==> src/hw/rtl/sptu_pkg.sv <==
// Shared widths, constants and result type for the septet unpacker.
package sptu_pkg;

  localparam int unsigned CHAR_W   = 8;
  localparam int unsigned SEPTET_W = 7;
  localparam int unsigned ACC_W    = 2 * SEPTET_W;
  localparam int unsigned OFF_W    = 3;

  localparam logic [OFF_W-1:0] OFF_LAST = OFF_W'(SEPTET_W - 1);

  typedef struct packed {
    logic [CHAR_W-1:0] character;
    logic              run_last;
    logic              block_end;
  } sptu_result_t;

endpackage

==> src/hw/rtl/septet_unpacker.sv <==
// Septet unpacker: 7-bit packed text to characters, up to two per packed byte.
// The first character of a request is registered and appears in the cycle after acceptance.
// Throughput: one request per cycle while out_ready stays high and each request
// yields one character; a request that yields two characters (every seventh packed byte,
// or a leftover flush) holds off the next one until its first character is taken.
// Reset: synchronous active-low rst_n empties the result buffer, clears the bit
// accumulator and offset, and makes the next byte the raw first byte of a block.
module septet_unpacker (
  input  logic                        clk,
  input  logic                        rst_n,
  input  logic                        in_valid,
  output logic                        in_ready,
  input  logic [sptu_pkg::CHAR_W-1:0] in_packed_byte,
  input  logic                        in_block_last,
  output logic                        out_valid,
  input  logic                        out_ready,
  output logic [sptu_pkg::CHAR_W-1:0] out_character,
  output logic                        out_run_last,
  output logic                        out_block_end
);
  import sptu_pkg::*;

  // unpacking state
  logic [SEPTET_W-1:0] acc_r, acc_nxt;
  logic [OFF_W-1:0]    off_r, off_nxt;
  logic                first_r, first_nxt;

  // two-entry result buffer, slot 0 is presented
  sptu_result_t slot0_r, slot0_nxt;
  sptu_result_t slot1_r, slot1_nxt;
  logic [1:0]   cnt_r, cnt_nxt;

  logic push, pop;
  logic [ACC_W-1:0]    sum;
  logic [SEPTET_W-1:0] hi;
  logic                seventh;
  logic                two;
  sptu_result_t        res0, res1;

  assign out_valid     = (cnt_r != 2'd0);
  assign pop           = out_valid && out_ready;
  assign in_ready      = (cnt_r == 2'd0) || ((cnt_r == 2'd1) && out_ready);
  assign push          = in_valid && in_ready;
  assign out_character = slot0_r.character;
  assign out_run_last  = slot0_r.run_last;
  assign out_block_end = slot0_r.block_end;

  assign sum     = {{SEPTET_W{1'b0}}, acc_r} | ({{(ACC_W-CHAR_W){1'b0}}, in_packed_byte} << off_r);
  assign hi      = sum[ACC_W-1:SEPTET_W];
  assign seventh = (off_r == OFF_LAST);

  always_comb begin
    two       = 1'b0;
    acc_nxt   = acc_r;
    off_nxt   = off_r;
    first_nxt = first_r;
    res0      = '0;
    res1      = '0;
    if (first_r) begin
      res0.character = in_packed_byte;
      acc_nxt        = '0;
      off_nxt        = '0;
      first_nxt      = 1'b0;
    end else begin
      res0.character = {1'b0, sum[SEPTET_W-1:0]};
      res1.character = {1'b0, hi};
      if (seventh) begin
        two     = 1'b1;
        acc_nxt = '0;
        off_nxt = '0;
      end else begin
        // flush leftover bits only at block end and only when nonzero
        two     = in_block_last && (hi != '0);
        acc_nxt = hi;
        off_nxt = off_r + OFF_W'(1);
      end
    end
    res0.run_last  = !two;
    res0.block_end = !two && in_block_last;
    res1.run_last  = 1'b1;
    res1.block_end = in_block_last;
    if (in_block_last) begin
      acc_nxt   = '0;
      off_nxt   = '0;
      first_nxt = 1'b1;
    end
  end

  always_comb begin
    slot0_nxt = slot0_r;
    slot1_nxt = slot1_r;
    cnt_nxt   = cnt_r;
    if (push) begin
      // buffer is empty or draining its last entry this cycle
      slot0_nxt = res0;
      slot1_nxt = res1;
      cnt_nxt   = two ? 2'd2 : 2'd1;
    end else if (pop) begin
      slot0_nxt = slot1_r;
      cnt_nxt   = cnt_r - 2'd1;
    end
  end

  always_ff @(posedge clk) begin
    if (!rst_n) begin
      cnt_r   <= '0;
      acc_r   <= '0;
      off_r   <= '0;
      first_r <= 1'b1;
    end else begin
      cnt_r <= cnt_nxt;
      if (push) begin
        acc_r   <= acc_nxt;
        off_r   <= off_nxt;
        first_r <= first_nxt;
      end
    end
  end

  always_ff @(posedge clk) begin
    slot0_r <= slot0_nxt;
    slot1_r <= slot1_nxt;
  end

  a_cnt_range: assert property (@(posedge clk) disable iff (!rst_n)
    cnt_r != 2'd3)
    else $error("result buffer count out of range");

  a_off_range: assert property (@(posedge clk) disable iff (!rst_n)
    off_r != OFF_W'(SEPTET_W))
    else $error("bit offset reached seven");

  a_first_clean: assert property (@(posedge clk) disable iff (!rst_n)
    first_r |-> (acc_r == '0) && (off_r == '0))
    else $error("leftover bits while awaiting raw first byte");

  a_pair_order: assert property (@(posedge clk) disable iff (!rst_n)
    (cnt_r == 2'd2) |-> !slot0_r.run_last && slot1_r.run_last)
    else $error("run_last misplaced within a result pair");

  a_no_overrun: assert property (@(posedge clk) disable iff (!rst_n)
    (push && (cnt_r == 2'd1)) |-> pop)
    else $error("request accepted over a pending result");

endmodule

==> config.mk <==
export PLATFORM = sky130hd
export DESIGN_NAME = septet_unpacker
export DESIGN_NICKNAME = d
export VERILOG_FILES = /design/src/hw/rtl/sptu_pkg.sv /design/src/hw/rtl/septet_unpacker.sv
export SDC_FILE = /design/constraint.sdc
export NUM_CORES = 1
export LEC_CHECK = 0
export ABC_CLOCK_PERIOD_IN_PS = 6070
export BUFFER_PORTS_ARGS = -buffer_cell sky130_fd_sc_hd__buf_4
export CORE_MARGIN = 3
export CORE_UTILIZATION = 50
export CTS_CLUSTER_DIAMETER = 30
export CTS_CLUSTER_SIZE = 20
export DETAILED_ROUTE_END_ITERATION = 16
export PLACE_DENSITY = 0.78
export SYNTH_ARGS = -nofsm -noshare
export SYNTH_HDL_FRONTEND = slang
export SYNTH_SLANG_ARGS = --single-unit
export TNS_END_PERCENT = 20
==> constraint.sdc <==
create_clock -name clk -period 6.07 [get_ports clk]
set_input_delay 0.607 -clock clk [delete_from_list [all_inputs] [get_ports clk]]
set_output_delay 0.607 -clock clk [all_outputs]
set_load 0.05 [all_outputs]
==> Word level (Yosys, flattened, before mapping) <==
Index checks and enable logic that the tools add are counted.
{ "totals": {"regBits": 32, "inputBits": 13} }
{ "op_classes": {"addsub": 2, "n_eq_ne": 2, "shift": 1, "n_mux": 15, "bitwise": 1, "n_reduce_logical": 11} }
{ "ops": {"columns": ["cell", "count"], "rows": [
  ["7-bit two-way mux", 3],
  ["10-bit two-way mux", 2],
  ["7-bit by 14-bit OR with 14-bit output", 1],
  ["8-bit by 3-bit left shift with 14-bit output", 1],
  ["3-bit two-way mux", 3],
  ["8-bit two-way mux", 1],
  ["7-bit nonzero test", 1],
  ["2-bit two-way mux", 3],
  ["1-bit logical AND", 5],
  ["2-bit nonzero test", 2],
  ["3-bit by 1-bit adder with 3-bit output, second input constant", 1],
  ["3-bit equality test, second input constant", 1],
  ["1-bit two-way mux", 3],
  ["2-bit by 1-bit equality test with 1-bit output, second input constant", 1],
  ["2-bit zero test", 1],
  ["2-bit by 1-bit subtractor with 2-bit output, second input constant", 1],
  ["1-bit zero test", 1],
  ["1-bit logical OR", 1]
]} }

==> Longest topological paths before layout <==
Gate-level depths: netlist of the first run.
{ "logic_depth": {"depth_word": 9, "ltp_mapped": 10} }

==> Worst setup path after synthesis of the first run <==
No wires, ideal clock.
{ "synth_timing": {"path_type": "input port to flip-flop", "from": "input port in_packed_byte[6] in the netlist's numbering", "to": "register slot0_r, in the netlist out_block_end (data pin)", "setup_ps": 152, "arrival_ps": 2095, "required_ps": 5918, "setup_slack_ps": 3823, "stages": 6, "n_path_buf": 1, "cell_sequence": "clkbuf_1 > mux4_2 > mux2i_1 > o2111ai_1 > or3_4 > a22oi_2"} }
{ "synth_lines": {"columns": ["item", "line", "rtl"], "rows": [
  ["from (decl)", "septet_unpacker.sv:13", "input logic [sptu_pkg::CHAR_W-1:0] in_packed_byte,"],
  ["to (signal assigned)", "septet_unpacker.sv:121", "slot0_r <= slot0_nxt;"],
  ["to (decl)", "septet_unpacker.sv:29", "sptu_result_t slot0_r, slot0_nxt;"]
]} }

==> reports/metrics.yaml, run 1 <==
result_of_the_run: "finished, final reports clean"
yosys.cell_count.top_type: "sky130_fd_sc_hd__nand2_1"
antenna_cells: 0
grt_setup_unrepaired: "false"
cts-root-to-sink-buffers: 2
synth_commonest_cells: "sky130_fd_sc_hd__nand2_1, sky130_fd_sc_hd__edfxtp_1, sky130_fd_sc_hd__o21ai_0, sky130_fd_sc_hd__dfxtp_1, sky130_fd_sc_hd__nor2_1"
postCtsSetupRepairBufs: 0
yosysUniqueCellTypes: 47
leading_post_synthesis_cells_by_cell_area: "sky130_fd_sc_hd__edfxtp_1, sky130_fd_sc_hd__dfxtp_1, sky130_fd_sc_hd__nand2_1, sky130_fd_sc_hd__o21ai_0, sky130_fd_sc_hd__mux2_2"
cts_tree: "yes"
first_pass_grt_wire_length_um: 6490
postSynthAreaPerCell_um2: 9.10
critical_path.max_fanout: 23
cap_violations: 0
r2r_start: "off_r[1]"
clock_tree.htree_level_count: 2
hp-class: "register to register"
num_io_pins: 25
vias: 1546
synth_seq_cells: 31
gpl.final_weighted_congestion: 0.853
antenna_found_initial: 0
port_buffers: 24
design_area_um2: 2140
post_synth_instance_area_um2: 1880
timing.fmax_ghz: 0.380
nNetsFinal: 239
grt_overflow_total: 0
synthFlopType: "sky130_fd_sc_hd__edfxtp_1"
synth_top_area_share: 0.288
final_min_period_over_clock_period: 0.434
setup_viol: 0
placed_cells: 263
register_clock_pin_slew_on_the_reported_worst_setup_and_hold_paths_ns: 0.06
syn-num-nets: 221
clock_skew_ns: 0.00341
global_route.usage.total: 0.194
reg2regPathDepth: 5
synth-edff-count: 18
ys_async_sr_fraction: 0
clock_insertion_delay_worst_skew_ns: 0.28
layout_min_cycle_time_ns: 2.63
hold_viol: 0
floorplan.die_area_um2: 4520
rr_endpoint: "out_block_end"
worstSetupStartpointType: "register"
die_width_um: 67.2
power.leakage_nw: 0.812
grt_pass1_vias: 1302
detailedRoute.firstIterationViolations: 173
netlist_instances: 206
die-height_um: 67.2
grt_max_degree: 29
cts.root.buffer_cell: "sky130_fd_sc_hd__clkbuf_8"
placed_area_um2: 2060
remaining_drc_errors: 0
holdBufCountCts: 0
clock_sink_count: 31
detail_route.wl_per_cell_um: 14.7
slew_headroom: 0.475
synth_warnings: 0
criticalPathCategory: "register to register"
dp_hpwl_um: 2780
post_route_cells_drive_above_1_share: 0.191
power.density_cell_area_nw_per_um2: 328
timing.critical_path.to_type: "register"
rows: 21
setup-tns-final_ns: 0
stdcell_count: 271
timing.critical_path.to: "out_block_end"
timing.critical_path.from: "off_r[1]"
via_per_inst: 5.70
post_cts_resize_count: 0
start_util: 0.541
firstDrtPassIters: 4
peakVddDrop_uv: 166
slew_viol_final: 0
worst_pin_slew_ns: 0.786
detail_route.wirelength_um: 3980
core_region_area_um2: 3470
cts_inserted_buffers: 5
cp.arrival_ns: 2.76
post-synth-top-area-cell: "sky130_fd_sc_hd__edfxtp_1"
synth_sequential_area_ratio: 0.427
area_growth_syn_to_layout_pct: 14.1
regToRegSetupSlack_ns: 3.44
cp_data_required_time_ns: 6.20
drtAntennaViolNets: 0
layer usage:
| layer | share of wire | GRT usage |
|---|---|---|
| met1 | 0.48 | 0.282 |
| met2 | 0.43 | 0.276 |
| met3 | 0.068 | 0.0399 |
| met4 | 0.023 | 0.0886 |
| met5 | 0 | 0 |
registers in the layout, summed over array words and instances, names as in the netlist:
signal and cells:
off_r 3, out_character 8, out_block_end 1, first_r 1
acc_r 7, cnt_r 2, slot1_r 8, out_run_last 1
how the worst min path moves through the flow:
stage	end	from	cells after the start
after floorplan	acc_r[2]	acc_r[2]	2
after global placement	acc_r[5]	acc_r[5]	2
after detailed placement	acc_r[2]	acc_r[2]	2
after CTS	acc_r[2]	acc_r[2]	2
after global routing	acc_r[5]	acc_r[5]	2
final	acc_r[2]	acc_r[2]	2
critical path, cell delays in order (launching register included):
cell and delay [ns]:
sky130_fd_sc_hd__dfxtp_1 0.83, sky130_fd_sc_hd__mux4_2 0.61, sky130_fd_sc_hd__mux2i_1 0.27, sky130_fd_sc_hd__o2111ai_1 0.17, sky130_fd_sc_hd__or3_4 0.44, sky130_fd_sc_hd__a22oi_2 0.16
layout by cell type, fill, tap and decap left out, drive strengths merged, types with 2 or more instances in the layout:
master and n:
nand2 34, nand3 2, inv 9, nor2 12
a21oi 5, clkbuf 6, or3 2, a21boi 3
a22oi 3, dfxtp 13, o311ai 3, or2 2
nor4 2, mux2i 6, ha 2, a211oi 2
clkinv 2, o211ai 2, and2 8, mux4 3
nand2b 7, o21ai 17, nor2b 6, nor3 6
a221o 2, mux2 6, edfxtp 18, buf 25
o31ai 2
logic make-up after synthesis:
group	share of synthesized area
muxes	0.104
and+or+nand+nor	0.221
adders and majority gates	0.0133
DFF	0.427
AOI/OAI and AO/OA	0.183
buffers and inverters	0.0507
layout make-up:
class                      count  area [um^2]
fill                         294         1330
multi-input combinational    152          980
sequential                    31          801
timing repair buffer          25          188
clock buffer                   6         72.6
tap                           46         57.6
inverter                       9         33.8
clock inverter                 2         7.51
power breakdown:
| part | internal [mW] | leakage, nW | switching [mW] |
|---|---|---|---|
| Combinational | 0.0809 | 0.491 | 0.182 |
| Sequential | 0.270 | 0.281 | 0.0197 |
| Clock | 0.0779 | 0.0403 | 0.0701 |
| Total | 0.429 | 0.812 | 0.272 |
stage by stage:
stage               utilization  worst slack, ns  total power, mW  hold WS [ns]
floorplan                     -             3.82            0.486         0.440
global placement          0.594             3.42            0.554         0.459
detailed placement        0.594             3.38            0.556         0.464
CTS                       0.617             3.47            0.704         0.474
global route              0.617             3.16            0.738         0.498
finish                    0.617             3.44            0.701         0.469
Note: power is estimated with default switching activity, not from simulation.
==> inputs of run 2 (changes only) <==
- ABC_CLOCK_PERIOD_IN_PS: 6070 -> 2100
- PLACE_DENSITY: 0.78 -> 0.8
- clock period: 6.07 -> 2.1 ns (I/O delays scaled with it)
==> run 2 against run 1 <==
Net effect:
- die area did not move
- first-iteration DRC count up 1.7%
- combinational power increased to 3.5 times the previous value
- largest power group is now combinational cells
- wire length up 19%
- critical endpoint unchanged
- core utilization is 5.8 points higher
- sequential cell count stayed put
- highest routed layer unchanged
==> reports/metrics.yaml, run 2 (synthesized netlist as in run 1, its figures left out) <==
final_cell_mix: "sky130_fd_sc_hd__buf_4, sky130_fd_sc_hd__nand2_1, sky130_fd_sc_hd__edfxtp_1"
holdBufCountCts: 0
setup-tns-final_ns: 0
layout_min_cycle_time_ns: 1.97
comb_power_share: 0.404
core_region_area_um2: 3470
hp-class: "input port to register"
cts.root.buffer_cell: "sky130_fd_sc_hd__clkbuf_8"
vias: 1689
antenna_found_initial: 0
grt_setup_unrepaired: "false"
port_buffers: 24
clock_power_share: 0.245
cellInternalPower_mw: 1.45
antenna_cells: 0
detail_route.wirelength_um: 4720
reg2regPathDepth: 5
die-height_um: 67.2
cts-root-to-sink-buffers: 2
area_growth_syn_to_layout_pct: 24.8
clock_insertion_delay_worst_skew_ns: 0.28
register_clock_pin_slew_on_the_reported_worst_setup_and_hold_paths_ns: 0.07
mostFrequentLayoutCell: "sky130_fd_sc_hd__buf_4"
detailedRoute.firstIterationViolations: 176
power.share.switching: 0.370
drtAntennaViolNets: 0
power.density_cell_area_nw_per_um2: 985
critical_path.max_fanout: 4
remaining_drc_errors: 0
grt_overflow_total: 0
sw_pwr_uw: 854
criticalPathCategory: "register to register"
cts_tree: "yes"
cap_violations: 0
timing.critical_path.to: "out_block_end"
cp_data_required_time_ns: 2.23
timing.critical_path.from: "off_r[2]"
clock_tree.htree_level_count: 2
detail_route.wl_per_cell_um: 16.3
num_io_pins: 25
die_width_um: 67.2
timing.critical_path.to_type: "register"
cp.arrival_ns: 2.10
clock_sink_count: 31
rr_endpoint: "out_block_end"
timing.fmax_ghz: 0.508
share_seq_of_total_power: 0.352
utilization: 0.675
gpl.final_weighted_congestion: 0.971
first_pass_grt_wire_length_um: 7660
firstDrtPassIters: 5
hold_viol: 0
power.leakage_nw: 0.914
nNetsFinal: 257
total_power_mw: 2.31
slew_headroom: 0.635
setup_viol: 0
via_per_inst: 5.84
grt_max_degree: 28
post_route_cells_drive_above_1_share: 0.276
slew_viol_final: 0
clock_skew_ns: 0.00700
final_min_period_over_clock_period: 0.937
r2r_start: "off_r[2]"
cts_inserted_buffers: 5
rows: 21
fillCellCount: 281
grt_pass1_vias: 1528
peakVddDrop_uv: 547
floorplan.die_area_um2: 4520
global_route.usage.total: 0.231
start_util: 0.541
regToRegSetupSlack_ns: 0.13
dp_hpwl_um: 3240
worstSetupStartpointType: "register"
result_of_the_run: "finished, final reports clean"
worst_pin_slew_ns: 0.542
[run 2: cell count changes in the layout (fill, tap and decap cells not counted), moves of 2 or more]
cell / before / now
sky130_fd_sc_hd__dfxtp_1: 13 / 11
sky130_fd_sc_hd__buf_12: 0 / 2
sky130_fd_sc_hd__dfxtp_2: 0 / 2
sky130_fd_sc_hd__buf_4: 25 / 40
[run 2: per-stage QoR]
stage | cell area, um^2 | hold slack, ns | cells | setup WS [ns]
2_1_floorplan | 1880 | 0.309 | 206 | 0.0651
3_3_place_gp | 2150 | 0.425 | 273 | 0.158
3_5_place_dp | 2150 | 0.426 | 273 | 0.0838
4_1_cts | 2250 | 0.124 | 281 | 0.0681
5_1_grt | 2340 | 0.118 | 289 | 0.0100
6_report | 2340 | 0.138 | 289 | 0.132
[run 2: power by group through the flow]
stage                     Clock (mW)  Combinational (mW)  Sequential [mW]
after floorplan                    0               0.379             1.03
after global placement             0               0.827            0.821
final                          0.565               0.931            0.811
after CTS                      0.580               0.840            0.813
after detailed placement           0               0.835            0.825
after global routing           0.616               0.999            0.821
[run 2: critical path, stage by stage (launching register included)]
cell,delay (ns)
sky130_fd_sc_hd__dfxtp_2,0.36
sky130_fd_sc_hd__mux4_2,0.53
sky130_fd_sc_hd__mux2i_2,0.20
sky130_fd_sc_hd__o2111ai_1,0.13
sky130_fd_sc_hd__or3_4,0.43
sky130_fd_sc_hd__a22oi_2,0.16
[run 2: routing by layer]
layer	vias to the layer above	routed length [um]	global-route usage
met5	-	0	0
met4	0	53	0.116
met3	4	348	0.0532
met2	86	2310	0.347
met1	783	2010	0.309
li1	816	-	-
[run 2: worst min-delay path by stage]
stage | cells after the start | start | slack (ns) | end
2_1_floorplan | 0 | in_block_last | 0.31 | slot1_r[0]
3_3_place_gp | 1 | in_block_last | 0.43 | slot1_r[0]
3_5_place_dp | 1 | in_block_last | 0.43 | slot1_r[0]
4_1_cts | 1 | in_block_last | 0.12 | slot1_r[0]
5_1_grt | 1 | in_block_last | 0.12 | slot1_r[0]
6_report | 1 | in_block_last | 0.14 | slot1_r[0]
[run 2: cell type report]
class / instances / area, um^2 / area share
clock buffers: 5 / 68.8 / 0.0294
clock inverters: 3 / 38.8 / 0.0166
inverters: 9 / 37.5 / 0.0160
multi-input cells: 152 / 983 / 0.420
flip-flops and latches: 31 / 803 / 0.343
well taps: 46 / 57.6 / 0.0246
repair buffers: 43 / 352 / 0.150
[run 2: timing repair]
action / in CTS / in global routing
setup buffers: 0 / 8
gates resized for setup: 0 / 5
hold endpoints to repair: 0 / 0
setup endpoints to repair: 0 / 9
